<file path="src/mfr_pkg.sv">
`timescale 1ns / 1ps
// Package for the meter frame receiver: payload structs, phase and status codes,
// register indexes and reset values. No dependencies.
package mfr_pkg;

  // Field widths fixed by the frame format
  localparam int unsigned BYTE_W     = 8;
  localparam int unsigned ADDR_BYTES = 6;
  localparam int unsigned ADDR_W     = BYTE_W * ADDR_BYTES;
  localparam int unsigned STATUS_W   = 3;
  localparam int unsigned CFG_IDX_W  = 2;

  // Depth of the queue between parser and output stage
  localparam int unsigned QUEUE_DEPTH = 4;

  // Configuration register indexes
  localparam logic [CFG_IDX_W-1:0] CFG_START_DELIM = 2'd0;
  localparam logic [CFG_IDX_W-1:0] CFG_MID_DELIM   = 2'd1;
  localparam logic [CFG_IDX_W-1:0] CFG_END_DELIM   = 2'd2;
  localparam logic [CFG_IDX_W-1:0] CFG_DATA_OFFSET = 2'd3;

  // Register reset values
  localparam logic [BYTE_W-1:0] RST_START_DELIM = 8'h68;
  localparam logic [BYTE_W-1:0] RST_MID_DELIM   = 8'h68;
  localparam logic [BYTE_W-1:0] RST_END_DELIM   = 8'h16;
  localparam logic [BYTE_W-1:0] RST_DATA_OFFSET = 8'h33;

  // Frame status codes
  localparam logic [STATUS_W-1:0] ST_OK      = 3'd0;
  localparam logic [STATUS_W-1:0] ST_MID     = 3'd1;
  localparam logic [STATUS_W-1:0] ST_SUM     = 3'd2;
  localparam logic [STATUS_W-1:0] ST_END     = 3'd3;
  localparam logic [STATUS_W-1:0] ST_TRUNC   = 3'd4;
  localparam logic [STATUS_W-1:0] ST_NOSTART = 3'd5;

  // Result kinds
  localparam logic KIND_DATA   = 1'b0;
  localparam logic KIND_STATUS = 1'b1;

  typedef enum logic [2:0] {
    PH_HUNT,
    PH_ADDR,
    PH_MID,
    PH_CTRL,
    PH_LEN,
    PH_DATA,
    PH_SUM,
    PH_END
  } phase_t;

  typedef struct packed {
    logic [BYTE_W-1:0] rx_byte;
    logic              chunk_end;
  } in_t;

  typedef struct packed {
    logic                kind;
    logic [BYTE_W-1:0]   data_byte;
    logic [BYTE_W-1:0]   byte_pos;
    logic [ADDR_W-1:0]   meter_address;
    logic [4:0]          func_code;
    logic                from_slave;
    logic                abnormal;
    logic                follow_frame;
    logic [BYTE_W-1:0]   data_len;
    logic [STATUS_W-1:0] frame_status;
    logic                last;
  } out_t;

  // Delimiters used by the parser
  typedef struct packed {
    logic [BYTE_W-1:0] start_delim;
    logic [BYTE_W-1:0] mid_delim;
    logic [BYTE_W-1:0] end_delim;
  } delim_cfg_t;

  // One classified result waiting in the queue
  typedef struct packed {
    logic                kind;
    logic [BYTE_W-1:0]   raw_byte;
    logic [BYTE_W-1:0]   byte_pos;
    logic [ADDR_W-1:0]   addr;
    logic [BYTE_W-1:0]   ctrl;
    logic [BYTE_W-1:0]   len;
    logic [STATUS_W-1:0] status;
  } q_entry_t;

endpackage

</file>
<file path="src/mfr_front.sv">
`timescale 1ns / 1ps
// Frame parser: walks the frame phases on every accepted byte and emits
// classified results into the queue. Depends on mfr_pkg.
module mfr_front (
  input  logic                 clk,
  input  logic                 rst_n,
  input  logic                 acc,
  input  mfr_pkg::in_t         in_data,
  input  mfr_pkg::delim_cfg_t  dcfg,
  output logic                 q_push,
  output mfr_pkg::q_entry_t    q_entry
);

  mfr_pkg::phase_t                   phase_r, phase_nxt;
  logic [mfr_pkg::ADDR_W-1:0]        addr_r, addr_nxt;
  logic [mfr_pkg::BYTE_W-1:0]        ctrl_r, ctrl_nxt;
  logic [mfr_pkg::BYTE_W-1:0]        len_r, len_nxt;
  logic [mfr_pkg::BYTE_W-1:0]        cnt_r, cnt_nxt;
  logic [mfr_pkg::BYTE_W-1:0]        sum_r, sum_nxt;
  logic                              drop_r, drop_nxt;

  logic [mfr_pkg::BYTE_W-1:0]        b;
  logic                              cend;
  logic [mfr_pkg::BYTE_W:0]          cnt_inc;
  logic                              fin;
  logic                              data_res;
  logic [mfr_pkg::STATUS_W-1:0]      fin_st;

  assign b       = in_data.rx_byte;
  assign cend    = in_data.chunk_end;
  assign cnt_inc = {1'b0, cnt_r} + 9'd1;

  // Advance the frame phase and collect header fields
  always_comb begin
    phase_nxt = phase_r;
    addr_nxt  = addr_r;
    ctrl_nxt  = ctrl_r;
    len_nxt   = len_r;
    cnt_nxt   = cnt_r;
    sum_nxt   = sum_r;
    drop_nxt  = drop_r;
    fin       = 1'b0;
    fin_st    = mfr_pkg::ST_OK;
    data_res  = 1'b0;
    if (acc) begin
      if (drop_r) begin
        if (cend) begin
          drop_nxt  = 1'b0;
          phase_nxt = mfr_pkg::PH_HUNT;
        end
      end else begin
        case (phase_r)
          mfr_pkg::PH_ADDR: begin
            for (int i = 0; i < int'(mfr_pkg::ADDR_BYTES); i++) begin
              if (cnt_r[2:0] == 3'(i)) begin
                addr_nxt[8*i +: 8] = addr_r[8*i +: 8] | b;
              end
            end
            sum_nxt = sum_r + b;
            cnt_nxt = cnt_inc[mfr_pkg::BYTE_W-1:0];
            if (cnt_r == 8'(mfr_pkg::ADDR_BYTES - 1)) begin
              phase_nxt = mfr_pkg::PH_MID;
            end
            if (cend) begin
              fin    = 1'b1;
              fin_st = mfr_pkg::ST_TRUNC;
            end
          end
          mfr_pkg::PH_MID: begin
            if (b != dcfg.mid_delim) begin
              fin    = 1'b1;
              fin_st = mfr_pkg::ST_MID;
            end else begin
              sum_nxt   = sum_r + b;
              phase_nxt = mfr_pkg::PH_CTRL;
              if (cend) begin
                fin    = 1'b1;
                fin_st = mfr_pkg::ST_TRUNC;
              end
            end
          end
          mfr_pkg::PH_CTRL: begin
            ctrl_nxt  = b;
            sum_nxt   = sum_r + b;
            phase_nxt = mfr_pkg::PH_LEN;
            if (cend) begin
              fin    = 1'b1;
              fin_st = mfr_pkg::ST_TRUNC;
            end
          end
          mfr_pkg::PH_LEN: begin
            len_nxt   = b;
            sum_nxt   = sum_r + b;
            cnt_nxt   = '0;
            phase_nxt = (b == '0) ? mfr_pkg::PH_SUM : mfr_pkg::PH_DATA;
            if (cend) begin
              fin    = 1'b1;
              fin_st = mfr_pkg::ST_TRUNC;
            end
          end
          mfr_pkg::PH_DATA: begin
            sum_nxt = sum_r + b;
            cnt_nxt = cnt_inc[mfr_pkg::BYTE_W-1:0];
            if (cnt_inc >= {1'b0, len_r}) begin
              phase_nxt = mfr_pkg::PH_SUM;
            end
            if (cend) begin
              fin    = 1'b1;
              fin_st = mfr_pkg::ST_TRUNC;
            end else begin
              data_res = 1'b1;
            end
          end
          mfr_pkg::PH_SUM: begin
            if (b != sum_r) begin
              fin    = 1'b1;
              fin_st = mfr_pkg::ST_SUM;
            end else begin
              phase_nxt = mfr_pkg::PH_END;
              if (cend) begin
                fin    = 1'b1;
                fin_st = mfr_pkg::ST_TRUNC;
              end
            end
          end
          mfr_pkg::PH_END: begin
            fin    = 1'b1;
            fin_st = (b == dcfg.end_delim) ? mfr_pkg::ST_OK : mfr_pkg::ST_END;
          end
          default: begin
            // Hunt for the start delimiter
            if (b == dcfg.start_delim) begin
              addr_nxt  = '0;
              ctrl_nxt  = '0;
              len_nxt   = '0;
              cnt_nxt   = '0;
              sum_nxt   = b;
              phase_nxt = mfr_pkg::PH_ADDR;
              if (cend) begin
                fin    = 1'b1;
                fin_st = mfr_pkg::ST_TRUNC;
              end
            end else if (cend) begin
              fin    = 1'b1;
              fin_st = mfr_pkg::ST_NOSTART;
            end
          end
        endcase
        // Close the frame: back to hunting, drop the rest of a chunk
        if (fin) begin
          phase_nxt = mfr_pkg::PH_HUNT;
          drop_nxt  = !cend;
        end
      end
    end
  end

  // Build the queue entry from the updated header fields
  always_comb begin
    q_push           = fin | data_res;
    q_entry.kind     = fin ? mfr_pkg::KIND_STATUS : mfr_pkg::KIND_DATA;
    q_entry.raw_byte = b;
    q_entry.byte_pos = fin ? '0 : cnt_r;
    q_entry.addr     = addr_nxt;
    q_entry.ctrl     = ctrl_nxt;
    q_entry.len      = len_nxt;
    q_entry.status   = fin ? fin_st : mfr_pkg::ST_OK;
  end

  // Hold parser state
  always_ff @(posedge clk) begin
    if (!rst_n) begin
      phase_r <= mfr_pkg::PH_HUNT;
      addr_r  <= '0;
      ctrl_r  <= '0;
      len_r   <= '0;
      cnt_r   <= '0;
      sum_r   <= '0;
      drop_r  <= 1'b0;
    end else begin
      phase_r <= phase_nxt;
      addr_r  <= addr_nxt;
      ctrl_r  <= ctrl_nxt;
      len_r   <= len_nxt;
      cnt_r   <= cnt_nxt;
      sum_r   <= sum_nxt;
      drop_r  <= drop_nxt;
    end
  end

  // Dropping only ever happens between frames
  a_drop_hunt : assert property (@(posedge clk) disable iff (!rst_n)
    drop_r |-> phase_r == mfr_pkg::PH_HUNT)
    else $error("dropping chunk while inside a frame");

  // A status result always returns the parser to hunting
  a_status_hunt : assert property (@(posedge clk) disable iff (!rst_n)
    (q_push && q_entry.kind == mfr_pkg::KIND_STATUS) |=> phase_r == mfr_pkg::PH_HUNT)
    else $error("status result without return to hunting");

endmodule

</file>
<file path="src/mfr_fifo.sv">
`timescale 1ns / 1ps
// Short register queue between the parser and the output stage.
// Depends on nothing outside itself.
module mfr_fifo #(
  parameter int unsigned WIDTH = 8,
  parameter int unsigned DEPTH = 4
) (
  input  logic             clk,
  input  logic             rst_n,
  input  logic             push,
  input  logic [WIDTH-1:0] wdata,
  input  logic             pop,
  output logic [WIDTH-1:0] rdata,
  output logic             full,
  output logic             empty
);

  localparam int unsigned PTR_W = (DEPTH > 1) ? $clog2(DEPTH) : 1;
  localparam int unsigned CNT_W = $clog2(DEPTH + 1);

  logic [WIDTH-1:0] mem_r [DEPTH];
  logic [PTR_W-1:0] wr_ptr_r, rd_ptr_r;
  logic [CNT_W-1:0] count_r;

  assign full  = (count_r == CNT_W'(DEPTH));
  assign empty = (count_r == '0);
  assign rdata = mem_r[rd_ptr_r];

  // Store incoming entries
  always_ff @(posedge clk) begin
    if (push) begin
      mem_r[wr_ptr_r] <= wdata;
    end
  end

  // Advance pointers and occupancy
  always_ff @(posedge clk) begin
    if (!rst_n) begin
      wr_ptr_r <= '0;
      rd_ptr_r <= '0;
      count_r  <= '0;
    end else begin
      if (push) begin
        wr_ptr_r <= (wr_ptr_r == PTR_W'(DEPTH - 1)) ? '0 : wr_ptr_r + 1'b1;
      end
      if (pop) begin
        rd_ptr_r <= (rd_ptr_r == PTR_W'(DEPTH - 1)) ? '0 : rd_ptr_r + 1'b1;
      end
      case ({push, pop})
        2'b10:   count_r <= count_r + 1'b1;
        2'b01:   count_r <= count_r - 1'b1;
        default: count_r <= count_r;
      endcase
    end
  end

  a_no_overflow : assert property (@(posedge clk) disable iff (!rst_n)
    push |-> (!full || pop))
    else $error("queue written while full");

  a_no_underflow : assert property (@(posedge clk) disable iff (!rst_n)
    pop |-> !empty)
    else $error("queue read while empty");

endmodule

</file>
<file path="src/mfr_back.sv">
`timescale 1ns / 1ps
// Output stage: takes entries from the queue, removes the data offset and
// splits the control byte into the result register. Depends on mfr_pkg.
module mfr_back (
  input  logic                        clk,
  input  logic                        rst_n,
  input  mfr_pkg::q_entry_t           q_entry,
  input  logic                        q_empty,
  output logic                        q_pop,
  input  logic [mfr_pkg::BYTE_W-1:0]  data_offset,
  output mfr_pkg::out_t               out_data,
  output logic                        out_empty,
  input  logic                        out_pop
);

  mfr_pkg::out_t res_nxt;
  mfr_pkg::out_t res_r;
  logic          valid_r;

  // Load a new result whenever the queue holds one and the output register is free or being taken
  assign q_pop     = !q_empty && (!valid_r || out_pop);
  assign out_empty = !valid_r;
  assign out_data  = res_r;

  // Format the result
  always_comb begin
    res_nxt.kind          = q_entry.kind;
    res_nxt.data_byte     = (q_entry.kind == mfr_pkg::KIND_DATA) ?
                            q_entry.raw_byte - data_offset : '0;
    res_nxt.byte_pos      = q_entry.byte_pos;
    res_nxt.meter_address = q_entry.addr;
    res_nxt.func_code     = q_entry.ctrl[4:0];
    res_nxt.from_slave    = q_entry.ctrl[7];
    res_nxt.abnormal      = q_entry.ctrl[6];
    res_nxt.follow_frame  = q_entry.ctrl[5];
    res_nxt.data_len      = q_entry.len;
    res_nxt.frame_status  = q_entry.status;
    res_nxt.last          = (q_entry.kind == mfr_pkg::KIND_STATUS);
  end

  always_ff @(posedge clk) begin
    if (q_pop) begin
      res_r <= res_nxt;
    end
  end

  always_ff @(posedge clk) begin
    if (!rst_n) begin
      valid_r <= 1'b0;
    end else if (q_pop) begin
      valid_r <= 1'b1;
    end else if (out_pop) begin
      valid_r <= 1'b0;
    end
  end

  // A result is never taken from the queue while the output is still held
  a_hold_result : assert property (@(posedge clk) disable iff (!rst_n)
    (valid_r && !out_pop) |-> !q_pop)
    else $error("result register overwritten before it was taken");

endmodule

</file>
<file path="src/meter_frame_receiver.sv">
`timescale 1ns / 1ps
// Meter frame receiver top level: configuration registers, parser, queue
// and output stage. Depends on mfr_pkg, mfr_front, mfr_fifo, mfr_back.
// A result passes through the result queue and then the output register.
// Throughput: one byte per cycle while full is low; full rises only when
// every entry of the result queue (QDEPTH entries) is occupied.
// Reset (synchronous, rst_n low): parser hunts for a start byte, queue and
// output are emptied, registers return to their defaults.
module meter_frame_receiver #(
  parameter int unsigned QDEPTH = mfr_pkg::QUEUE_DEPTH
) (
  input  logic                           clk,
  input  logic                           rst_n,
  input  logic                           push,
  output logic                           full,
  input  mfr_pkg::in_t                   in_data,
  output logic                           empty,
  input  logic                           pop,
  output mfr_pkg::out_t                  out_data,
  input  logic                           cfg_we,
  input  logic [mfr_pkg::CFG_IDX_W-1:0]  cfg_index,
  input  logic [mfr_pkg::BYTE_W-1:0]     cfg_wdata
);

  mfr_pkg::delim_cfg_t          dcfg_r;
  logic [mfr_pkg::BYTE_W-1:0]   offset_r;
  logic                         acc;
  logic                         q_push, q_pop, q_full, q_empty;
  mfr_pkg::q_entry_t            q_wentry, q_rentry;

  // Write configuration registers
  always_ff @(posedge clk) begin
    if (!rst_n) begin
      dcfg_r.start_delim <= mfr_pkg::RST_START_DELIM;
      dcfg_r.mid_delim   <= mfr_pkg::RST_MID_DELIM;
      dcfg_r.end_delim   <= mfr_pkg::RST_END_DELIM;
      offset_r           <= mfr_pkg::RST_DATA_OFFSET;
    end else if (cfg_we) begin
      case (cfg_index)
        mfr_pkg::CFG_START_DELIM: dcfg_r.start_delim <= cfg_wdata;
        mfr_pkg::CFG_MID_DELIM:   dcfg_r.mid_delim   <= cfg_wdata;
        mfr_pkg::CFG_END_DELIM:   dcfg_r.end_delim   <= cfg_wdata;
        mfr_pkg::CFG_DATA_OFFSET: offset_r           <= cfg_wdata;
        default:                  offset_r           <= offset_r;
      endcase
    end
  end

  assign full = q_full;
  assign acc  = push && !q_full;

  mfr_front u_front (
    .clk     (clk),
    .rst_n   (rst_n),
    .acc     (acc),
    .in_data (in_data),
    .dcfg    (dcfg_r),
    .q_push  (q_push),
    .q_entry (q_wentry)
  );

  mfr_fifo #(
    .WIDTH ($bits(mfr_pkg::q_entry_t)),
    .DEPTH (QDEPTH)
  ) u_fifo (
    .clk   (clk),
    .rst_n (rst_n),
    .push  (q_push),
    .wdata (q_wentry),
    .pop   (q_pop),
    .rdata (q_rentry),
    .full  (q_full),
    .empty (q_empty)
  );

  mfr_back u_back (
    .clk         (clk),
    .rst_n       (rst_n),
    .q_entry     (q_rentry),
    .q_empty     (q_empty),
    .q_pop       (q_pop),
    .data_offset (offset_r),
    .out_data    (out_data),
    .out_empty   (empty),
    .out_pop     (pop)
  );

endmodule
</file>
<file path="config.mk">
export PLATFORM = sky130hd
export DESIGN_NAME = meter_frame_receiver
export DESIGN_NICKNAME = d
export VERILOG_FILES = /design/src/mfr_pkg.sv /design/src/mfr_front.sv /design/src/mfr_fifo.sv /design/src/mfr_back.sv /design/src/meter_frame_receiver.sv
export SDC_FILE = /design/constraint.sdc
export NUM_CORES = 1
export LEC_CHECK = 0
export ABC_CLOCK_PERIOD_IN_PS = 19100
export BUFFER_PORTS_ARGS = -buffer_cell sky130_fd_sc_hd__buf_4
export CAP_MARGIN = 40
export CORE_MARGIN = 2
export CORE_UTILIZATION = 61
export DETAILED_ROUTE_END_ITERATION = 7
export PLACE_DENSITY = 0.8
export SETUP_SLACK_MARGIN = 0.3
export SLEW_MARGIN = 10
export SYNTH_ARGS = -nofsm -noshare
export SYNTH_HDL_FRONTEND = slang
export SYNTH_SLANG_ARGS = --single-unit
</file>
<file path="constraint.sdc">
create_clock -name clk -period 19.1 [get_ports clk]
set_input_delay 4.775 -clock clk [delete_from_list [all_inputs] [get_ports clk]]
set_output_delay 4.775 -clock clk [all_outputs]
set_load 0.01 [all_outputs]
</file>
* Word level (Yosys, flattened, before mapping)
Memory sizes are Yosys's and may differ from the RTL's. A register that Yosys moved wholly into a read port is not among the register bits.
Cells that the tools add are included.
W data, S select, Z words.
** Word-level totals
- Register bits after elaboration :: 208
- Latch bits :: 0
- Bits in writable memories :: 336
- Memory bits (read-only) :: 0
- Input port bits :: 24
- Output and inout bits :: 87
- Memories :: 1
** Memory list
- u_fifo.mem_r :: words 4, width 84, read ports 1, clocked after Yosys merged registers in 1, wr ports 1, RTL line mfr_fifo.sv:21 : logic [WIDTH-1:0] mem_r [DEPTH];
** Cells by class
- $add $sub $neg :: 7
- $mul :: 0
- Divide/modulo/power cells :: 0
- Magnitude comparators :: 1
- Equality and inequality tests :: 32
- Shift-type cells :: 0
- Mux-type cells :: 68
- Bitwise logic cells :: 10
- Reduce and logical (&&, ||, !) cells :: 30
** Operator list (count)
- $mux W48 :: 3
- $mux W8 :: 16
- $pmux W48 S2 :: 1
- $mux W3 :: 16
- $or A8 B8 Y8 :: 6
- $pmux W8 S3 :: 2
- $pmux W8 S2 :: 2
- $eq A3 B3 Y1 const B :: 7
- $pmux W3 S7 :: 1
- $mux W1 :: 18
- $reduce_or A6 Y1 :: 3
- $eq A8 B8 Y1 :: 2
- $ne A8 B8 Y1 :: 2
- $eq A3 B2 Y1 const B :: 4
- $mux W2 :: 6
- $pmux W3 S4 :: 1
- $eq A2 B2 Y1 const B :: 5
- $add A8 B1 Y9 const B :: 1
- $ge A9 B8 Y1 :: 1
- $reduce_bool A9 Y1 :: 1
- $add A8 B8 Y8 :: 1
- $eq A8 B3 Y1 const B :: 1
- $logic_not A8 Y1 :: 1
- $ne A4 B1 Y1 const B :: 2
- other kinds (26) :: 45

* Depth between registers and ports, before layout
- Depth in word-level cells :: 10
- Mapped depth :: 12
- Depth with buffers taken out :: 12

* Modules after synthesis
Synthesis repeated with hierarchy kept, for this count alone.
** Second synthesis, totals
- Cell total of the unflattened synthesis :: 1369
- Area total of the unflattened synthesis :: 21644.5 µm²
** Modules (own cells, without submodules)
- mfr_fifo :: times used 1, cells each 485, area an instance 12582.1 µm²
- mfr_front :: times used 1, cells each 610, area an instance 4814.6 µm²
- mfr_back :: times used 1, cells each 144, area an instance 2942.8 µm²
- meter_frame_receiver :: times used 1, cells each 130, area an instance 1305.0 µm²

* Worst setup path before layout
No wires, ideal clock.
- Path kind :: input-to-reg
- Start :: input pop
- End :: register u_fifo.count_r[2]
- Library setup time :: 0.070 ns
- Data arrival time :: 10.785 ns
- Required time :: 19.030 ns
- Setup slack :: 8.245 ns
- Cell stages on the path :: 8
- Buffers on the path :: 0
- Path through :: inv_1 -> a21oi_1 -> ha_1 -> inv_1 -> fa_1 -> xor2_1 -> or3_1 -> a21oi_1
** Between the ends
- Word-level cells in the longest chain between the ends :: 4
** RTL lines
- start, declared :: RTL line meter_frame_receiver.sv:18 : input logic pop,
- $logic_or A1 B1 Y1 * :: RTL line mfr_back.sv:21 : assign q_pop = !q_empty && (!valid_r || out_pop);
- $logic_and A1 B1 Y1 * :: RTL line mfr_back.sv:21
- net q_pop :: RTL line meter_frame_receiver.sv:28 : logic q_push, q_pop, q_full, q_empty;
- $eq A2 B1 Y1 / $eq A2 B2 Y1 (equally long branches) :: RTL line mfr_fifo.sv:49 : case ({push, pop})
- $pmux W3 S2 / $reduce_bool A2 Y1 (equally long branches)
- end signal, assigned :: RTL line mfr_fifo.sv:50 : 2'b10: count_r <= count_r + 1'b1;
- end signal, assigned :: RTL line mfr_fifo.sv:51 : 2'b01: count_r <= count_r - 1'b1;
- end signal, assigned :: RTL line mfr_fifo.sv:52 : default: count_r <= count_r;
- end, declared :: RTL line mfr_fifo.sv:23 : logic [CNT_W-1:0] count_r;
Mark *: on every way through the listed nets, which the timed path passes. The rest lies on a longest branch.
A chain may end at the register's enable or synchronous reset.

* Final worst setup path
- Start :: input in_data[4] (netlist bit)
- End :: memory u_fifo.mem_r[2][15] (netlist bit), enable pin
** Between the ends
- Word-level cells in the longest chain between the ends :: 10
** RTL lines
- start, declared :: RTL line meter_frame_receiver.sv:16 : input mfr_pkg::in_t in_data,
- $ne A8 B8 Y1, on equally long branches :: RTL line mfr_front.sv:115, mfr_front.sv:70
- $mux W1, on equally long branches :: RTL line mfr_front.sv:115, mfr_front.sv:70
- $pmux W1 S3 * :: RTL line mfr_front.sv:52 : case (phase_r)
- $mux W1 * :: RTL line mfr_front.sv:46 : if (drop_r) begin
- $mux W1 * :: RTL line mfr_front.sv:45 : if (acc) begin
- $mux W1 * :: RTL line mfr_front.sv:46
- $mux W1 * :: RTL line mfr_front.sv:45
- $or A1 B1 Y1 * :: RTL line mfr_front.sv:160 : q_push = fin | data_res;
- $mux W1 * :: RTL line mfr_fifo.sv:31 : if (push) begin
- $mux W1 (not written as such) * :: RTL line mfr_fifo.sv:32 : mem_r[wr_ptr_r] <= wdata;
- end, declared :: RTL line mfr_fifo.sv:21
Mark *: on every way between the ends. The rest lies on a longest branch, timed or not. The select of a mux whose other input is x is not followed.

==> summary by stage <==
Run status
The flow ran to the end, and the final reports show no timing, DRC or antenna violations.

Floorplan
In this run the horizontal extent of the chip is ~190 µm. The number of placement rows is between 60 and 70. From bottom edge to top edge, the die measures ~190 µm. The floorplan step defined a die boundary enclosing 36100 µm². The region available for standard cell placement spans between 30000 and 40000 µm². The I/O pin count is roughly 110. Once the floorplan was initialized, standard cells occupied roughly 60% of the core.

Timing
The number of endpoints with negative hold slack in the final report is 0. Setup violations remaining at the end of the flow were counted as 0. The max-slew violation count is 0. Across the routed clock network, the largest skew measured is roughly 0.013 ns.

The post-route minimum period is between 7 and 8 ns. Timing would allow up to between 0.1 and 0.15 GHz. The total negative slack for setup checks is 0 ns. Setup repair after global routing left no endpoint under its margin. The tightest slew margin relative to the limit is about two fifths. At the pin with the least slew margin, the transition time is just under 0.9 ns. The worst hold margin is about 0.47 ns. The final period utilization is 39.5%.

Synthesis
The summed instance area of the synthesized netlist is ~21000 µm². The count of mapped cells out of synthesis is 1313. The most common flop cell mapped by yosys is edfxtp_1.

The number of distinct standard cells referenced by the synthesized netlist is 66. The share of synthesized flip-flops with an asynchronous set or reset is 0%. After synthesis the netlist holds a flip-flop and latch count of around 550. In this run the mean area of a mapped cell was between 15 and 20 µm². The proportion of synthesized chip area in sequential cells is 71.7%. During synthesis, Yosys emitted a total of 0 warnings. In this run, synthesis inferred between 400 and 500 flip-flops with an integrated enable.

The number of nets produced by synthesis is around 1400.

Routing
The number of DRC markers in iteration 0 is between 1000 and 1500. The average wire per standard cell is 22.5 µm. The post-route antenna net violation count is 0.

The first detailed-routing pass ran for 5 iterations. Wires add up to about 44000 µm. The DRC violation count after routing is 0. Dividing the detail-routed via count by the number of cells gives 6.06. Detailed routing inserted a total of roughly 12000 vias.

Critical path
The critical path contains buffers and inverters numbering 2 combined. The cell with the most instances on the worst path is buf_4. By startpoint and endpoint, the worst setup path is classified as input pin to flip-flop.

Data arrives at the worst endpoint at ~7.8 ns. The category of the worst setup path capture point is a flip-flop. The kind of start point of the critical path is an input pin. The family with the most delay on the worst path is buffers and inverters. Traced cell by cell, the critical path runs through buf_4, ha_1, nor3_1, nand4_1, o311ai_0, a21oi_1, and2_4, buf_4. Of all nets on the critical path, the largest fanout is between 50 and 60.

The delay of the slowest critical-path stage is between 0.7 and 0.8 ns. On the critical path, the stage with the largest delay is an instance of buf_4. For the worst setup path, the data required time is approximately 19 ns.

Place
After detailed placement, the total cell area comes to around 22000 µm². The last weighted congestion value of the routability-driven placer is between 0.8 and 0.9. Detailed placement ended at an HPWL of 26500 µm. The cell count after placement is roughly 1800. Input and output buffers added on the ports amount to 110.

Cells and area
From synthesis to final layout, the design area changed by 15.3%. The footprint of the flip-flops and latches is between 15000 and 20000 µm². The area taken by multi-input logic gates is 5570 µm².

The count of non-filler cells in the finished layout is approximately 1900. Leaving out fill and tap cells, the most frequent cell in the layout is edfxtp_1. The top cell types in the final layout, fill and taps aside, are edfxtp_1, dfxtp_1, buf_4. The area of all placed cells without fillers is ~24000 µm².

The fill cell instance count of the final layout is around 2100. The number of antenna diodes in the final layout is 0. The count of nets after finishing is between 1000 and 1500. In the final layout, the share of cells above drive strength 1 is ~22%.

Power and ir drop
Power spread over the standard cell area amounts to roughly 130 nW/µm². IR analysis of the VDD net gives a maximum drop of ~0.00015 V. The leakage dissipation is around 8.7 nW.

Clocking
TritonCTS built the clock tree. The later-pin clock latency in the skew report is 0.58 ns. The total setup buffers inserted after CTS is 0. The CTS buffer count is between 50 and 60. The H-tree generated during clock tree synthesis spans 2 levels.

The number of sinks on the clock net is around 550. The clock transition at the registers of the reported paths is 0.06 ns. The number of hold buffers added after cts is 0. The clock passes through at most 3 buffers. The root buffer cell chosen for the clock tree is clkbuf_16. The post-cts gate resize count is 0.

GRT
The met3 demand-to-capacity share in global routing is 4.24%. The first global-routing pass estimated ~67000 µm of wire. The global routing stage identified its most utilized layer as met2.

The remaining global-route overflow is 0. The number of global-route vias before repair is between 10000 and 15000. The largest net degree at the start of global routing is 60.

The overall routing resource usage is 24.5%. The initial antenna violation count was 0. The met1 capacity usage during global routing is a little over a third. Global routing consumed, on the met2 layer, roughly two fifths of the routing resources.

Worst hold path
The class of the tightest hold or removal check is flip-flop to flip-flop.

Job
The max capacitance violation total is 0.
==> worst register-to-register path, stage by stage (launching register included) <==
cell and delay (ns):
dfxtp_1 0.41, nor3b_1 0.10, buf_2 0.18, nor2b_1 0.65
nand2_1 0.25, a21oi_1 0.56, and2_4 0.58, buf_4 0.75
==> synth_stat cells, types with 3 or more instances <==
cell        n  area share, %
buf_2      11           0.26
nand2_1    69            1.2
nor2_1    111            2.0
or3_1       4           0.12
o21a_1      3           0.11
fa_1        3           0.28
a32o_1      6           0.28
a31oi_1    11           0.33
xor2_1     17           0.71
a21oi_1    52            1.2
nand2b_1    6           0.18
mux4_2     84            9.0
nor4_1      6           0.18
and2_1     49            1.5
dfxtp_1   126             12
o211ai_1    7           0.25
or2_2       3          0.089
inv_1      42           0.75
a21boi_0    4           0.14
ha_1       33            2.0
nor3b_1     4           0.14
nor2b_1     6           0.18
xnor2_1    15           0.62
nor3_1     18           0.43
a22o_1     30            1.2
buf_1      11           0.20
o21ai_0    17           0.40
clkbuf_1   42           0.75
mux2i_1    23            1.1
nand4_1     4           0.12
edfxtp_1  420             60
and3_1     15           0.44
nand3_1    23           0.55
==> sequential cells by signal, indices dropped and copies added (netlist names), 8 cells and up, named ones only <==
name and cells:
u_fifo.mem_r 336, u_back.out_data 84, u_front.addr_r 48, dcfg_r 24, offset_r 8, u_front.cnt_r 8, u_front.ctrl_r 8, u_front.len_r 8
u_front.sum_r 8
==> final cells by class <==
type,count,area share (%)
Clock buffer,69,6.07
Clock inverter,29,1.40
Inverter,43,0.663
Multi-Input combinational cell,659,22.9
Sequential cell,546,62.2
Tap cell,455,2.34
Timing Repair Buffer,131,4.44
==> stage by stage <==
stage | setup WS [ns] | total power [mW] | utilization (%)
2_1_floorplan | 8.24 | 1.88 | -
3_3_place_gp | 11.10 | 2.08 | 65.2
3_5_place_dp | 11.02 | 2.11 | 65.5
4_1_cts | 11.59 | 3.18 | 70.8
5_1_grt | 11.34 | 3.27 | 71.0
6_report | 11.55 | 3.16 | 71.0
==> worst paths after layout <==
check | start | to | slack, ns | cells past startpoint
setup / recovery | in_data[4] | u_fifo.mem_r[2][15] | 11.55 | 8
hold / removal | dcfg_r[0] | dcfg_r[0] | 0.47 | 2
setup reg to reg | u_fifo.count_r[1] | u_fifo.mem_r[2][15] | 15.17 | 7
hold reg to reg | dcfg_r[0] | dcfg_r[0] | 0.47 | 2
==> metal layers <==
layer | wire length [µm] | part of all wire (%)
met5 | 0 | 0
met3 | 2940 | 6.8
met1 | 18400 | 42
met2 | 21100 | 49
met4 | 1110 | 2.5
==> logic make-up (layout without fill, tap and decap cells) <==
group,after synthesis,count (layout),synth area share (%)
flip-flops,546,546,71.7
AND/OR/NAND/NOR,326,326,7.48
AO/OA/AOI/OAI,157,157,5.15
multiplexers,108,108,10.1
buffers and inverters,108,272,2.00
adder cells (fa/ha/maj),36,36,2.24
XOR/XNOR,32,32,1.33
==> power breakdown <==
part	leakage [nW]	internal (mW)	switching, mW
registers	4.97	1.44	0.0455
clock network	0.897	0.641	0.432
logic	2.83	0.279	0.318
(Power assumes the default switching activity.)
